<file path="src/rtl/alucc_pkg.sv">
package alucc_pkg;

    localparam logic [3:0] FN_MOV  = 4'd0;
    localparam logic [3:0] FN_ADD  = 4'd1;
    localparam logic [3:0] FN_ADC  = 4'd2;
    localparam logic [3:0] FN_ASL  = 4'd3;
    localparam logic [3:0] FN_ASR  = 4'd4;
    localparam logic [3:0] FN_ASH  = 4'd5;
    localparam logic [3:0] FN_ASHC = 4'd6;
    localparam logic [3:0] FN_CLR  = 4'd7;
    localparam logic [3:0] FN_TST  = 4'd8;
    localparam logic [3:0] FN_BR   = 4'd9;
    localparam logic [3:0] FN_BEQ  = 4'd10;
    localparam logic [3:0] FN_BNE  = 4'd11;
    localparam logic [3:0] FN_BPL  = 4'd12;
    localparam logic [3:0] FN_SOB  = 4'd13;

    typedef struct packed {
        logic n;
        logic z;
        logic v;
        logic c;
    } flags_t;

    localparam flags_t FLAGS_RESET = '{n: 1'b0, z: 1'b0, v: 1'b0, c: 1'b0};
    localparam flags_t FLAGS_CLEAR = '{n: 1'b0, z: 1'b1, v: 1'b0, c: 1'b0};

    typedef struct packed {
        logic [3:0]         func;
        logic               byte_mode;
        logic [15:0]        src_value;
        logic [15:0]        dst_value;
        logic [15:0]        dst_low_value;
        logic [15:0]        pc_value;
        logic signed [7:0]  branch_offset;
        logic [5:0]         loop_back;
    } in_item_t;

    typedef struct packed {
        logic [15:0] result;
        logic [15:0] result_low;
        logic        write_back;
        flags_t      flags;
        logic [15:0] next_pc;
        logic        branch_taken;
    } out_item_t;

endpackage

</file>
<file path="src/rtl/alucc_instr_if.sv">
interface alucc_instr_if;
    logic               valid;
    logic               ready;
    logic [3:0]         func;
    logic               byte_mode;
    logic [15:0]        src_value;
    logic [15:0]        dst_value;
    logic [15:0]        dst_low_value;
    logic [15:0]        pc_value;
    logic signed [7:0]  branch_offset;
    logic [5:0]         loop_back;

    modport source (
        output valid, func, byte_mode, src_value, dst_value, dst_low_value,
               pc_value, branch_offset, loop_back,
        input  ready
    );

    modport sink (
        input  valid, func, byte_mode, src_value, dst_value, dst_low_value,
               pc_value, branch_offset, loop_back,
        output ready
    );
endinterface

</file>
<file path="src/rtl/alucc_outcome_if.sv">
interface alucc_outcome_if;
    logic        valid;
    logic        ready;
    logic [15:0] result;
    logic [15:0] result_low;
    logic        write_back;
    logic        flag_neg;
    logic        flag_zero;
    logic        flag_ovf;
    logic        flag_carry;
    logic [15:0] next_pc;
    logic        branch_taken;

    modport source (
        output valid, result, result_low, write_back, flag_neg, flag_zero,
               flag_ovf, flag_carry, next_pc, branch_taken,
        input  ready
    );

    modport sink (
        input  valid, result, result_low, write_back, flag_neg, flag_zero,
               flag_ovf, flag_carry, next_pc, branch_taken,
        output ready
    );
endinterface

</file>
<file path="src/rtl/alu_with_condition_codes.sv">
// Execute stage for a 16-bit minicomputer subset with N, Z, V, C flags.
// instr (valid/ready) carries one operation with its operands, program
// counter and branch offsets; outcome (valid/ready) returns the write-back
// word, the low word of a double shift, the updated flags and the next PC
// with a taken bit. A transfer happens when valid and ready are both high.
// Every instruction gives exactly one outcome, in order.
// An instr transfer loads the input register; the ALU and flag logic then
// feed the outcome register. The condition-code register updates as an
// item enters the outcome register, so a dependent branch may follow in
// the very next cycle; throughput is one item per cycle while the receiver
// keeps outcome.ready high.
// When the receiver stalls, the outcome register holds and the input
// register still takes one more item; after that instr.ready drops until
// outcome moves again.
// Reset (rst_n low) empties both registers and clears all four flags.
module alu_with_condition_codes
    import alucc_pkg::*;
(
    input  logic            clk,
    input  logic            rst_n,
    alucc_instr_if.sink     instr,
    alucc_outcome_if.source outcome
);

    logic      s1_valid_reg;
    logic      s1_valid_next;
    in_item_t  s1_item_reg;
    logic      s2_valid_reg;
    logic      s2_valid_next;
    out_item_t out_reg;
    out_item_t out_next;
    flags_t    flags_reg;
    in_item_t  in_item;
    logic      in_fire;
    logic      s2_free;
    logic      s1_adv;

    assign in_item = '{
        func:          instr.func,
        byte_mode:     instr.byte_mode,
        src_value:     instr.src_value,
        dst_value:     instr.dst_value,
        dst_low_value: instr.dst_low_value,
        pc_value:      instr.pc_value,
        branch_offset: instr.branch_offset,
        loop_back:     instr.loop_back
    };

    assign s2_free     = !s2_valid_reg || outcome.ready;
    assign s1_adv      = s1_valid_reg && s2_free;
    assign instr.ready = !s1_valid_reg || s2_free;
    assign in_fire     = instr.valid && instr.ready;

    assign s1_valid_next = in_fire || (s1_valid_reg && !s1_adv);
    assign s2_valid_next = s1_adv || (s2_valid_reg && !outcome.ready);

    alucc_exec u_exec (
        .item  (s1_item_reg),
        .flags (flags_reg),
        .rsp   (out_next)
    );

    always_ff @(posedge clk or negedge rst_n)
    begin
        if (!rst_n)
        begin
            s1_valid_reg <= 1'b0;
            s2_valid_reg <= 1'b0;
            flags_reg    <= FLAGS_RESET;
        end
        else
        begin
            s1_valid_reg <= s1_valid_next;
            s2_valid_reg <= s2_valid_next;
            // commit flags as the item leaves the input register
            if (s1_adv)
            begin
                flags_reg <= out_next.flags;
            end
        end
    end

    always_ff @(posedge clk)
    begin
        if (in_fire)
        begin
            s1_item_reg <= in_item;
        end
        if (s1_adv)
        begin
            out_reg <= out_next;
        end
    end

    assign outcome.valid        = s2_valid_reg;
    assign outcome.result       = out_reg.result;
    assign outcome.result_low   = out_reg.result_low;
    assign outcome.write_back   = out_reg.write_back;
    assign outcome.flag_neg     = out_reg.flags.n;
    assign outcome.flag_zero    = out_reg.flags.z;
    assign outcome.flag_ovf     = out_reg.flags.v;
    assign outcome.flag_carry   = out_reg.flags.c;
    assign outcome.next_pc      = out_reg.next_pc;
    assign outcome.branch_taken = out_reg.branch_taken;

`ifndef SYNTHESIS
    a_ready_only_when_full: assert property (@(posedge clk) disable iff (!rst_n)
        !instr.ready |-> (s1_valid_reg && s2_valid_reg && !outcome.ready))
        else $error("instr stalled while a register was free");

    a_clr_flags: assert property (@(posedge clk) disable iff (!rst_n)
        (s1_adv && s1_item_reg.func == FN_CLR) |=>
        (outcome.valid && !outcome.flag_neg && outcome.flag_zero
         && !outcome.flag_ovf && !outcome.flag_carry))
        else $error("clr did not leave standard flags");

    a_branch_keeps_flags: assert property (@(posedge clk) disable iff (!rst_n)
        (s1_adv && (s1_item_reg.func == FN_BR || s1_item_reg.func == FN_BEQ
                    || s1_item_reg.func == FN_BNE || s1_item_reg.func == FN_BPL
                    || s1_item_reg.func == FN_SOB))
        |=> (flags_reg == $past(flags_reg)))
        else $error("branch changed condition codes");

    a_no_wb_zero_result: assert property (@(posedge clk) disable iff (!rst_n)
        (outcome.valid && !outcome.write_back) |-> (outcome.result == 16'd0))
        else $error("result nonzero without write-back");
`endif

endmodule

</file>
<file path="src/rtl/alucc_exec.sv">
module alucc_exec
    import alucc_pkg::*;
(
    input  in_item_t  item,
    input  flags_t    flags,
    output out_item_t rsp
);

    logic [15:0]        src;
    logic [15:0]        dst;
    logic [5:0]         cnt;
    logic [5:0]         rsh_amt;
    logic [31:0]        ash_left;
    logic signed [32:0] ash_right;
    logic [31:0]        ashc_old;
    logic [32:0]        ashc_left;
    logic signed [32:0] ashc_right;
    logic [16:0]        add_sum;
    logic [8:0]         adc_byte;
    logic [16:0]        adc_word;
    logic [15:0]        target_br;
    logic [15:0]        target_sob;
    logic [15:0]        sob_cnt;
    logic [7:0]         sh_byte;
    logic [15:0]        sh_word;
    logic               sh_c;
    logic [15:0]        ash_r;
    logic               ash_c;
    logic               ash_v;
    logic [31:0]        ashc_r;
    logic               ashc_c;
    logic               ashc_v;

    function automatic logic [15:0] sext8(input logic [7:0] b);
        return {{8{b[7]}}, b};
    endfunction

    assign src        = item.src_value;
    assign dst        = item.dst_value;
    assign cnt        = src[5:0];
    assign rsh_amt    = 6'd0 - cnt;
    assign ash_left   = {16'd0, dst} << cnt[4:0];
    assign ash_right  = $signed({{16{dst[15]}}, dst, 1'b0}) >>> rsh_amt;
    assign ashc_old   = {dst, item.dst_low_value};
    assign ashc_left  = {1'b0, ashc_old} << cnt[4:0];
    assign ashc_right = $signed({ashc_old, 1'b0}) >>> rsh_amt;
    assign add_sum    = {1'b0, src} + {1'b0, dst};
    assign adc_byte   = {1'b0, dst[7:0]} + {8'd0, flags.c};
    assign adc_word   = {1'b0, dst} + {16'd0, flags.c};
    assign sob_cnt    = dst - 16'd1;
    assign target_br  = item.pc_value
                        + {{7{item.branch_offset[7]}}, item.branch_offset, 1'b0};
    assign target_sob = item.pc_value - {9'd0, item.loop_back, 1'b0};

    // single-bit shifts for asl / asr
    always_comb
    begin
        if (item.func == FN_ASL)
        begin
            sh_byte = {dst[6:0], 1'b0};
            sh_word = {dst[14:0], 1'b0};
            sh_c    = item.byte_mode ? dst[7] : dst[15];
        end
        else
        begin
            sh_byte = {dst[7], dst[7:1]};
            sh_word = {dst[15], dst[15:1]};
            sh_c    = dst[0];
        end
    end

    // ash: counts above 16 to the left give zero
    always_comb
    begin
        ash_r = dst;
        ash_c = 1'b0;
        ash_v = 1'b0;
        if (cnt != 6'd0 && !cnt[5])
        begin
            if (cnt <= 6'd16)
            begin
                ash_r = ash_left[15:0];
                ash_c = ash_left[16];
                ash_v = ash_left[15] ^ dst[15];
            end
            else
            begin
                ash_r = 16'd0;
                ash_v = |dst;
            end
        end
        else if (cnt != 6'd0)
        begin
            ash_r = ash_right[16:1];
            ash_c = ash_right[0];
        end
    end

    always_comb
    begin
        ashc_r = ashc_old;
        ashc_c = 1'b0;
        ashc_v = 1'b0;
        if (cnt != 6'd0 && !cnt[5])
        begin
            ashc_r = ashc_left[31:0];
            ashc_c = ashc_left[32];
            ashc_v = ashc_left[31] ^ ashc_old[31];
        end
        else if (cnt != 6'd0)
        begin
            ashc_r = ashc_right[32:1];
            ashc_c = ashc_right[0];
        end
    end

    always_comb
    begin
        rsp.result       = 16'd0;
        rsp.result_low   = 16'd0;
        rsp.write_back   = 1'b0;
        rsp.flags        = flags;
        rsp.next_pc      = item.pc_value;
        rsp.branch_taken = 1'b0;

        case (item.func)
            FN_MOV:
            begin
                rsp.write_back = 1'b1;
                rsp.result     = item.byte_mode ? sext8(src[7:0]) : src;
                rsp.flags.n    = item.byte_mode ? src[7] : src[15];
                rsp.flags.z    = item.byte_mode ? (src[7:0] == 8'd0) : (src == 16'd0);
                rsp.flags.v    = 1'b0;
            end
            FN_ADD:
            begin
                rsp.write_back = 1'b1;
                rsp.result     = add_sum[15:0];
                rsp.flags.n    = add_sum[15];
                rsp.flags.z    = (add_sum[15:0] == 16'd0);
                rsp.flags.v    = (src[15] == dst[15]) && (add_sum[15] != src[15]);
                rsp.flags.c    = add_sum[16];
            end
            FN_ADC:
            begin
                rsp.write_back = 1'b1;
                if (item.byte_mode)
                begin
                    rsp.result  = sext8(adc_byte[7:0]);
                    rsp.flags.n = adc_byte[7];
                    rsp.flags.z = (adc_byte[7:0] == 8'd0);
                    rsp.flags.v = (dst[7:0] == 8'h7F) && flags.c;
                    rsp.flags.c = adc_byte[8];
                end
                else
                begin
                    rsp.result  = adc_word[15:0];
                    rsp.flags.n = adc_word[15];
                    rsp.flags.z = (adc_word[15:0] == 16'd0);
                    rsp.flags.v = (dst == 16'h7FFF) && flags.c;
                    rsp.flags.c = adc_word[16];
                end
            end
            FN_ASL, FN_ASR:
            begin
                rsp.write_back = 1'b1;
                rsp.flags.c    = sh_c;
                if (item.byte_mode)
                begin
                    rsp.result  = sext8(sh_byte);
                    rsp.flags.n = sh_byte[7];
                    rsp.flags.z = (sh_byte == 8'd0);
                    rsp.flags.v = sh_byte[7] ^ sh_c;
                end
                else
                begin
                    rsp.result  = sh_word;
                    rsp.flags.n = sh_word[15];
                    rsp.flags.z = (sh_word == 16'd0);
                    rsp.flags.v = sh_word[15] ^ sh_c;
                end
            end
            FN_ASH:
            begin
                rsp.write_back = 1'b1;
                rsp.result     = ash_r;
                rsp.flags.n    = ash_r[15];
                rsp.flags.z    = (ash_r == 16'd0);
                rsp.flags.v    = ash_v;
                rsp.flags.c    = ash_c;
            end
            FN_ASHC:
            begin
                rsp.write_back = 1'b1;
                rsp.result     = ashc_r[31:16];
                rsp.result_low = ashc_r[15:0];
                rsp.flags.n    = ashc_r[31];
                rsp.flags.z    = (ashc_r == 32'd0);
                rsp.flags.v    = ashc_v;
                rsp.flags.c    = ashc_c;
            end
            FN_CLR:
            begin
                rsp.write_back = 1'b1;
                rsp.flags      = FLAGS_CLEAR;
            end
            FN_TST:
            begin
                rsp.flags.n = item.byte_mode ? dst[7] : dst[15];
                rsp.flags.z = item.byte_mode ? (dst[7:0] == 8'd0) : (dst == 16'd0);
                rsp.flags.v = 1'b0;
                rsp.flags.c = 1'b0;
            end
            FN_BR:
            begin
                rsp.branch_taken = 1'b1;
                rsp.next_pc      = target_br;
            end
            FN_BEQ:
            begin
                rsp.branch_taken = flags.z;
                rsp.next_pc      = flags.z ? target_br : item.pc_value;
            end
            FN_BNE:
            begin
                rsp.branch_taken = !flags.z;
                rsp.next_pc      = flags.z ? item.pc_value : target_br;
            end
            FN_BPL:
            begin
                rsp.branch_taken = !flags.n;
                rsp.next_pc      = flags.n ? item.pc_value : target_br;
            end
            FN_SOB:
            begin
                rsp.write_back   = 1'b1;
                rsp.result       = sob_cnt;
                rsp.branch_taken = (sob_cnt != 16'd0);
                rsp.next_pc      = (sob_cnt != 16'd0) ? target_sob : item.pc_value;
            end
            default:
            begin
                rsp.result = 16'd0;
            end
        endcase
    end

endmodule

</file>
<file path="src/flat_wrapper.sv">
// flat-port wrapper written by rule: the top's interface ports become plain ports
module alu_with_condition_codes_flat import alucc_pkg::*;
  (clk, rst_n, instr_valid, instr_func, instr_byte_mode, instr_src_value, instr_dst_value, instr_dst_low_value, instr_pc_value, instr_branch_offset, instr_loop_back, instr_ready, outcome_valid, outcome_result, outcome_result_low, outcome_write_back, outcome_flag_neg, outcome_flag_zero, outcome_flag_ovf, outcome_flag_carry, outcome_next_pc, outcome_branch_taken, outcome_ready);
  alucc_instr_if instr_i ();
  alucc_outcome_if outcome_i ();
  input  logic clk;
  input  logic rst_n;
  input wire logic [$bits(instr_i.valid)-1:0] instr_valid;
  input wire logic [$bits(instr_i.func)-1:0] instr_func;
  input wire logic [$bits(instr_i.byte_mode)-1:0] instr_byte_mode;
  input wire logic [$bits(instr_i.src_value)-1:0] instr_src_value;
  input wire logic [$bits(instr_i.dst_value)-1:0] instr_dst_value;
  input wire logic [$bits(instr_i.dst_low_value)-1:0] instr_dst_low_value;
  input wire logic [$bits(instr_i.pc_value)-1:0] instr_pc_value;
  input wire logic [$bits(instr_i.branch_offset)-1:0] instr_branch_offset;
  input wire logic [$bits(instr_i.loop_back)-1:0] instr_loop_back;
  output wire logic [$bits(instr_i.ready)-1:0] instr_ready;
  output wire logic [$bits(outcome_i.valid)-1:0] outcome_valid;
  output wire logic [$bits(outcome_i.result)-1:0] outcome_result;
  output wire logic [$bits(outcome_i.result_low)-1:0] outcome_result_low;
  output wire logic [$bits(outcome_i.write_back)-1:0] outcome_write_back;
  output wire logic [$bits(outcome_i.flag_neg)-1:0] outcome_flag_neg;
  output wire logic [$bits(outcome_i.flag_zero)-1:0] outcome_flag_zero;
  output wire logic [$bits(outcome_i.flag_ovf)-1:0] outcome_flag_ovf;
  output wire logic [$bits(outcome_i.flag_carry)-1:0] outcome_flag_carry;
  output wire logic [$bits(outcome_i.next_pc)-1:0] outcome_next_pc;
  output wire logic [$bits(outcome_i.branch_taken)-1:0] outcome_branch_taken;
  input wire logic [$bits(outcome_i.ready)-1:0] outcome_ready;
  assign instr_i.valid = instr_valid;
  assign instr_i.func = instr_func;
  assign instr_i.byte_mode = instr_byte_mode;
  assign instr_i.src_value = instr_src_value;
  assign instr_i.dst_value = instr_dst_value;
  assign instr_i.dst_low_value = instr_dst_low_value;
  assign instr_i.pc_value = instr_pc_value;
  assign instr_i.branch_offset = instr_branch_offset;
  assign instr_i.loop_back = instr_loop_back;
  assign instr_ready = instr_i.ready;
  assign outcome_valid = outcome_i.valid;
  assign outcome_result = outcome_i.result;
  assign outcome_result_low = outcome_i.result_low;
  assign outcome_write_back = outcome_i.write_back;
  assign outcome_flag_neg = outcome_i.flag_neg;
  assign outcome_flag_zero = outcome_i.flag_zero;
  assign outcome_flag_ovf = outcome_i.flag_ovf;
  assign outcome_flag_carry = outcome_i.flag_carry;
  assign outcome_next_pc = outcome_i.next_pc;
  assign outcome_branch_taken = outcome_i.branch_taken;
  assign outcome_i.ready = outcome_ready;
  alu_with_condition_codes u_core (.clk(clk), .rst_n(rst_n), .instr(instr_i), .outcome(outcome_i));
endmodule
</file>
<file path="config.mk">
export PLATFORM = sky130hd
export DESIGN_NAME = alu_with_condition_codes_flat
export DESIGN_NICKNAME = d
export VERILOG_FILES = /design/src/rtl/alucc_pkg.sv /design/src/rtl/alucc_instr_if.sv /design/src/rtl/alucc_outcome_if.sv /design/src/rtl/alu_with_condition_codes.sv /design/src/rtl/alucc_exec.sv /design/src/flat_wrapper.sv
export SDC_FILE = /design/constraint.sdc
export NUM_CORES = 1
export LEC_CHECK = 0
export ABC_AREA = 1
export BUFFER_PORTS_ARGS = -buffer_cell sky130_fd_sc_hd__buf_2
export CAP_MARGIN = 10
export CORE_ASPECT_RATIO = 1.2
export CORE_UTILIZATION = 55
export CTS_CLUSTER_SIZE = 14
export DETAILED_ROUTE_END_ITERATION = 16
export MAX_ROUTING_LAYER = met4
export PLACE_DENSITY_LB_ADDON = 0.12
export SLEW_MARGIN = 20
export SYNTH_ARGS = -nofsm -noshare
export SYNTH_HDL_FRONTEND = slang
export SYNTH_SLANG_ARGS = --single-unit
export TNS_END_PERCENT = 100
</file>
<file path="constraint.sdc">
create_clock -name clk -period 3.1 [get_ports clk]
set_input_delay 0.31 -clock clk [delete_from_list [all_inputs] [get_ports clk]]
set_output_delay 0.31 -clock clk [all_outputs]
set_load 0.01 [all_outputs]
</file>
### Yosys cells after proc, flatten, opt, wreduce, memory -nomap -nowiden

Index checks and enable logic that the tools add are counted.
Widths: inputs -> output; s select.

| word-level totals | value |
|---|---|
| logic and storage cells | 127 |
| register bits | 143 |
| input port bits | 87 |

| cells by class | value |
|---|---|
| $lt $le $gt $ge | 1 |
| muxes and demuxes | 34 |
| bitwise operators | 4 |
| shift operators | 4 |
| equal/unequal tests | 17 |
| add/subtract/negate cells | 7 |
| reductions and logical operators | 37 |

Operators by type and width:

| operator | count |
|---|---|
| $mux 16 | 11 |
| $pmux 16 s7 | 1 |
| $logic_not 16->1 | 6 |
| $pmux 17 s5 | 1 |
| $mux 32 | 2 |
| $shl 32x5->33 | 1 |
| $sshr 33x6->33 | 1 |
| $logic_not 32->1 | 1 |
| $logic_not 8->1 | 4 |
| $eq 4x4->1 const B | 6 |
| $pmux 3 s8 | 1 |
| $add 16x1->17 | 1 |
| $add 16x16->17 | 1 |
| $shl 16x5->17 | 1 |
| $sshr 17x6->17 | 1 |
| $add 16x16->16 | 1 |
| $eq 16x15->1 const B | 1 |
| $eq 4x3->1 const B | 4 |
| $reduce_bool 16->1 | 1 |
| $reduce_or 16->1 | 1 |
| $sub 16x1->16 const B | 1 |
| $sub 16x7->16 | 1 |
| $mux 1 | 14 |
| $add 8x1->9 | 1 |
| 19 further kinds | 40 |

### Depth between registers and ports, before layout

| depth | value |
|---|---|
| depth in word-level cells | 6 |
| mapped depth | 25 |

### Hierarchy

From an unflattened synthesis, not the netlist that was laid out.

| second synthesis, totals | value |
|---|---|
| cell total of the unflattened synthesis | 2045 |
| area, all modules | 13586.8 um^2 |

Modules (own cells, without submodules):

| module | instances | cells each | area each (um^2) | seq. area each (um^2) |
|---|---|---|---|---|
| alucc_exec | 1 | 1880 | 9228.9 | 0.0 |
| alu_with_condition_codes | 1 | 165 | 4357.9 | 4264.1 |

### Worst setup path before layout

Ideal clock, no wire load.

| timing path | value |
|---|---|
| kind | register -> register |
| from | reg u_core.s1_item_reg[63] in the netlist's numbering |
| to | reg u_core.out_reg, in the netlist u_core.outcome.flag_zero (data pin) |
| slack | 0.223 ns |
| required time | 2.845 ns |
| library setup time | 0.255 ns |
| cell stages (with the launch flop) | 21 |
| period minus slack after synthesis | 2.877 ns |
| arrival time | 2.622 ns |
| cell sequence | edfxtp_1 buf_4 clkinv_1 buf_2 ha_1 inv_1 nor2_1 nand2_1 nand2_1 nand3_1 a21oi_2 nand2_1 nand2_1 nand2_1 o21ai_1 nor2_1 nand2_1 nor2_1 a21oi_1 nand3_1 and2_1 |

RTL lines:

| what | RTL line | text |
|---|---|---|
| start: declaration | alu_with_condition_codes.sv:27 | `in_item_t s1_item_reg;` |
| start signal: assignment | alu_with_condition_codes.sv:87 | `s1_item_reg <= in_item;` |
| end signal: assignment | alu_with_condition_codes.sv:91 | `out_reg <= out_next;` |
| end: declaration | alu_with_condition_codes.sv:30 | `out_item_t out_reg;` |

==> run_results.csv <==
group,metric,value,unit
detailed_routing,wl_met1,21010,µm
global_route,grt_first_pass_wirelength,97960,µm
global_route,gr-total-overflow,0,
yosys,yosysWarnings,0,
yosys,synth-async-reset-ratio,4.196,%
yosys,syn_area,13570,µm²
job,cap_violations,0,
sta,timing.final.crit_share,102.4,%
detailed_routing,wirelength,64570,µm
detailed_routing,antenna_left,0,
status,outcome,"complete, but fails checks",
sta,worst_pin_slew,0.9335,ns
detailed_routing,dr.pass1.iters,7,
detailed_routing,avgViaCountPerCell,6.634,
floorplanning,core_area,24050,µm²
detailed_routing,drc,0,
floorplanning,die_h,174.0,µm
cts,clkTransAtPathRegs,0.07,ns
cts,cts_buffer_depth,2,
worst_setup_path,path_max_fanout,7,
floorplanning,ioPinCount,143,
detailed_routing,dr_total_vias,17460,
global_route,antenna_found_initial,4,
cts,clkLatencyLatePin,0.47,ns
finish,seq_area,4264,µm²
yosys,yosys-top-cells-count,"615 x nand2_1, 357 x nand3_1, 197 x nor2_1",
sta,skew,0.01002,ns
power,p_leak,7.816,nW
worst_setup_path,crit_path_start_kind,"flip-flop",
finish,area_delta_synth_final,22.03,%
worst_setup_path,cp.required,3.31,ns
finish,largest_reg_flops,83,
sta,slew_viol_final,0,
detailed_routing,drtIter0Drc,3053,
sta,relSlewSlack,37.77,%
finish,fin_nets,2428,
status,failed_checks,"setup timing",
cts,cts-root-buf,"clkbuf_16",
placed_design,finalWeightedCongestion,1.214,
detailed_routing,wl_met2,27880,µm
power,vdd_drop_max,0.3540,mV
power,p_total,7.935,mW
floorplanning,dieArea,25300,µm²
detailed_routing,avgRoutedWirePerCell,24.53,µm
placed_design,dp.cells,2579,
cts,cts_tree,"done",
placed_design,hpwl,46960,µm
yosys,yosysMostFrequentCell,"nand2_1",
cts,cts_sinks,143,
finish,n_fill_cell,2070,
yosys,ys_ff_latch,143,
placed_design,numPortBuffers,142,
sta,layout_setup_ws,-0.07431,ns
floorplanning,core.rowCount,62,
yosys,yosysUniqueCellTypes,57,
finish,fin_util,68.84,%
global_route,grt_pass1_vias,16390,
detailed_routing,met3_length,8532,µm
global_route,grt_usage,53.55,%
placed_design,dp_slack,-0.1485,ns
sta,setup_viol,2,
yosys,ys_seq_area_share,31.43,%
worst_setup_path,crit_arrival,3.39,ns
yosys,syn_inst,2049,
yosys,synth_enable_flop_cells,137,
sta,hold_viol_final,0,
global_route,grt_max_degree,58,
yosys,synth-main-ff-cell,"edfxtp_1",
cts,h-tree-depth,4,
yosys,synth_fp_nets,2182,
power,p_per_area,479.3,nW/µm²
sta,rsz0062_at_grt,"true",
worst_setup_path,critPathKind,"flip-flop to flip-flop",
finish,multi_input_area,8484,µm²
yosys,synth_top_area_share,30.33,%
cts,numCtsBuffers,17,
yosys,avgSynthCellArea,6.621,µm²
sta,fmaxAchievable,315.0,MHz
yosys,synth_area_leaders,"edfxtp_1 30%, nand2_1 17%, nand3_1 13%",
finish,fin_cells,2632,
worst_setup_path,critPathCaptureType,"flip-flop",
detailed_routing,top_layer,"met4",
floorplanning,die_x,145.4,µm
floorplanning,start_util,56.41,%
sta,period_minus_slack,3.174,ns
yosys,yosysTopAreaCell,"edfxtp_1",
worst_hold_path,hp-class,"input port to flip-flop",
finish,drive_gt1_share,19.02,%
-- routing by layer --
| metal | global-route usage, % | vias up |
|---|---|---|
| li1 | - | 7527 |
| met3 | 20.94 | 567 |
| met4 | 44.17 | 0 |
| met1 | 55.68 | 7819 |
| met2 | 80.17 | 1548 |
| met5 | - | - |
-- area by class of cell --
cell class,count,area share (%)
antenna,4,0.06046
clock buffer,17,2.570
clock inverter,15,1.149
inverter,159,3.658
multi-input combinational,1654,51.25
sequential,143,25.76
tap,320,2.419
timing repair buffer,320,13.14
-- worst paths after layout --
| path | startpoint | to | slack [ns] | cells after the start |
|---|---|---|---|---|
| min in group asynchronous | rst_n | u_core.s1_valid_reg$_DFF_PN0_ | 0.26 | 2 |
| max reg2reg | u_core.s1_item_reg[64]$_DFFE_PP_ | u_core.outcome.flag_zero$_DFFE_PP_ | -0.07 | 14 |
| max in group asynchronous | rst_n | u_core.flags_reg[1]$_DFFE_PN0P_ | 2.66 | 2 |
| min reg2reg | u_core.s1_item_reg[14]$_DFFE_PP_ | u_core.outcome.next_pc[0]$_DFFE_PP_ | 0.45 | 0 |
| min | instr_pc_value[13] | u_core.s1_item_reg[27]$_DFFE_PP_ | 0.02 | 1 |
| max | u_core.s1_item_reg[64]$_DFFE_PP_ | u_core.outcome.flag_zero$_DFFE_PP_ | -0.07 | 14 |
-- placed cells by master (no fill, tap or decap), types with 12 or more instances in the layout --
cell	n
inv_1	142
o21ai_1	12
xor2_1	38
clkbuf_16	18
nand3_1	340
buf_4	166
a21oi_1	88
nor2_1	190
nand2_1	607
nand4_1	32
o21ai_0	90
ha_1	41
o211ai_1	28
edfxtp_1	137
nand3_2	15
nor3_1	19
nand2_2	13
nor2_2	13
buf_2	142
-- critical path: stages (launching register included) --
cell,delay (ns)
edfxtp_1,0.40
buf_4,0.19
ha_1,0.31
a21oi_1,0.21
nand2_1,0.12
nand3_1,0.09
nand3_1,0.19
xor2_1,0.63
inv_1,0.09
nand4_1,0.11
nor2_1,0.04
nand4_1,0.07
buf_4,0.18
nand3_1,0.11
and2_1,0.16
-- timing repair --
action | CTS | global route
pin swaps | 1 | 10
hold buffers | 1 | 0
endpoints found under the setup margin | 2 | 29
cloned | 0 | 1
setup buffers | 2 | 13
gates resized for setup | 5 | 66
hold endpoints to repair | 6 | 0
-- through the flow --
step | setup TNS, ns | instance area (µm²) | hold WS [ns]
final | -0.1184 | 16550 | 0.01636
after global routing | -0.9264 | 16550 | 0.01338
after CTS | 0 | 16150 | 0.02618
after detailed placement | -0.1485 | 15490 | 0.1546
after global placement | -0.04994 | 15490 | 0.1541
after floorplan | 0 | 13570 | 0.01441
-- logic make-up (layout without fill, tap and decap cells) --
logic type,after synthesis,after routing,share of synthesized area [%]
xor+xnor,46,46,2.970
fa+ha+maj,46,46,4.409
compound gates,293,293,12.89
flops,143,143,31.43
other cells,0,4,0
simple gates,1269,1269,40.36
buf+inv,252,511,7.932
-- power breakdown --
| part | total [mW] | internal, mW | leakage, nW | switching (mW) |
|---|---|---|---|---|
| Combinational | 3.11 | 1.02 | 6.11 | 2.09 |
| Sequential | 2.56 | 2.36 | 1.40 | 0.200 |
| Clock | 2.26 | 1.23 | 0.300 | 1.03 |
| Total | 7.93 | 4.61 | 7.82 | 3.32 |
Power figures use the tool's default switching activity.
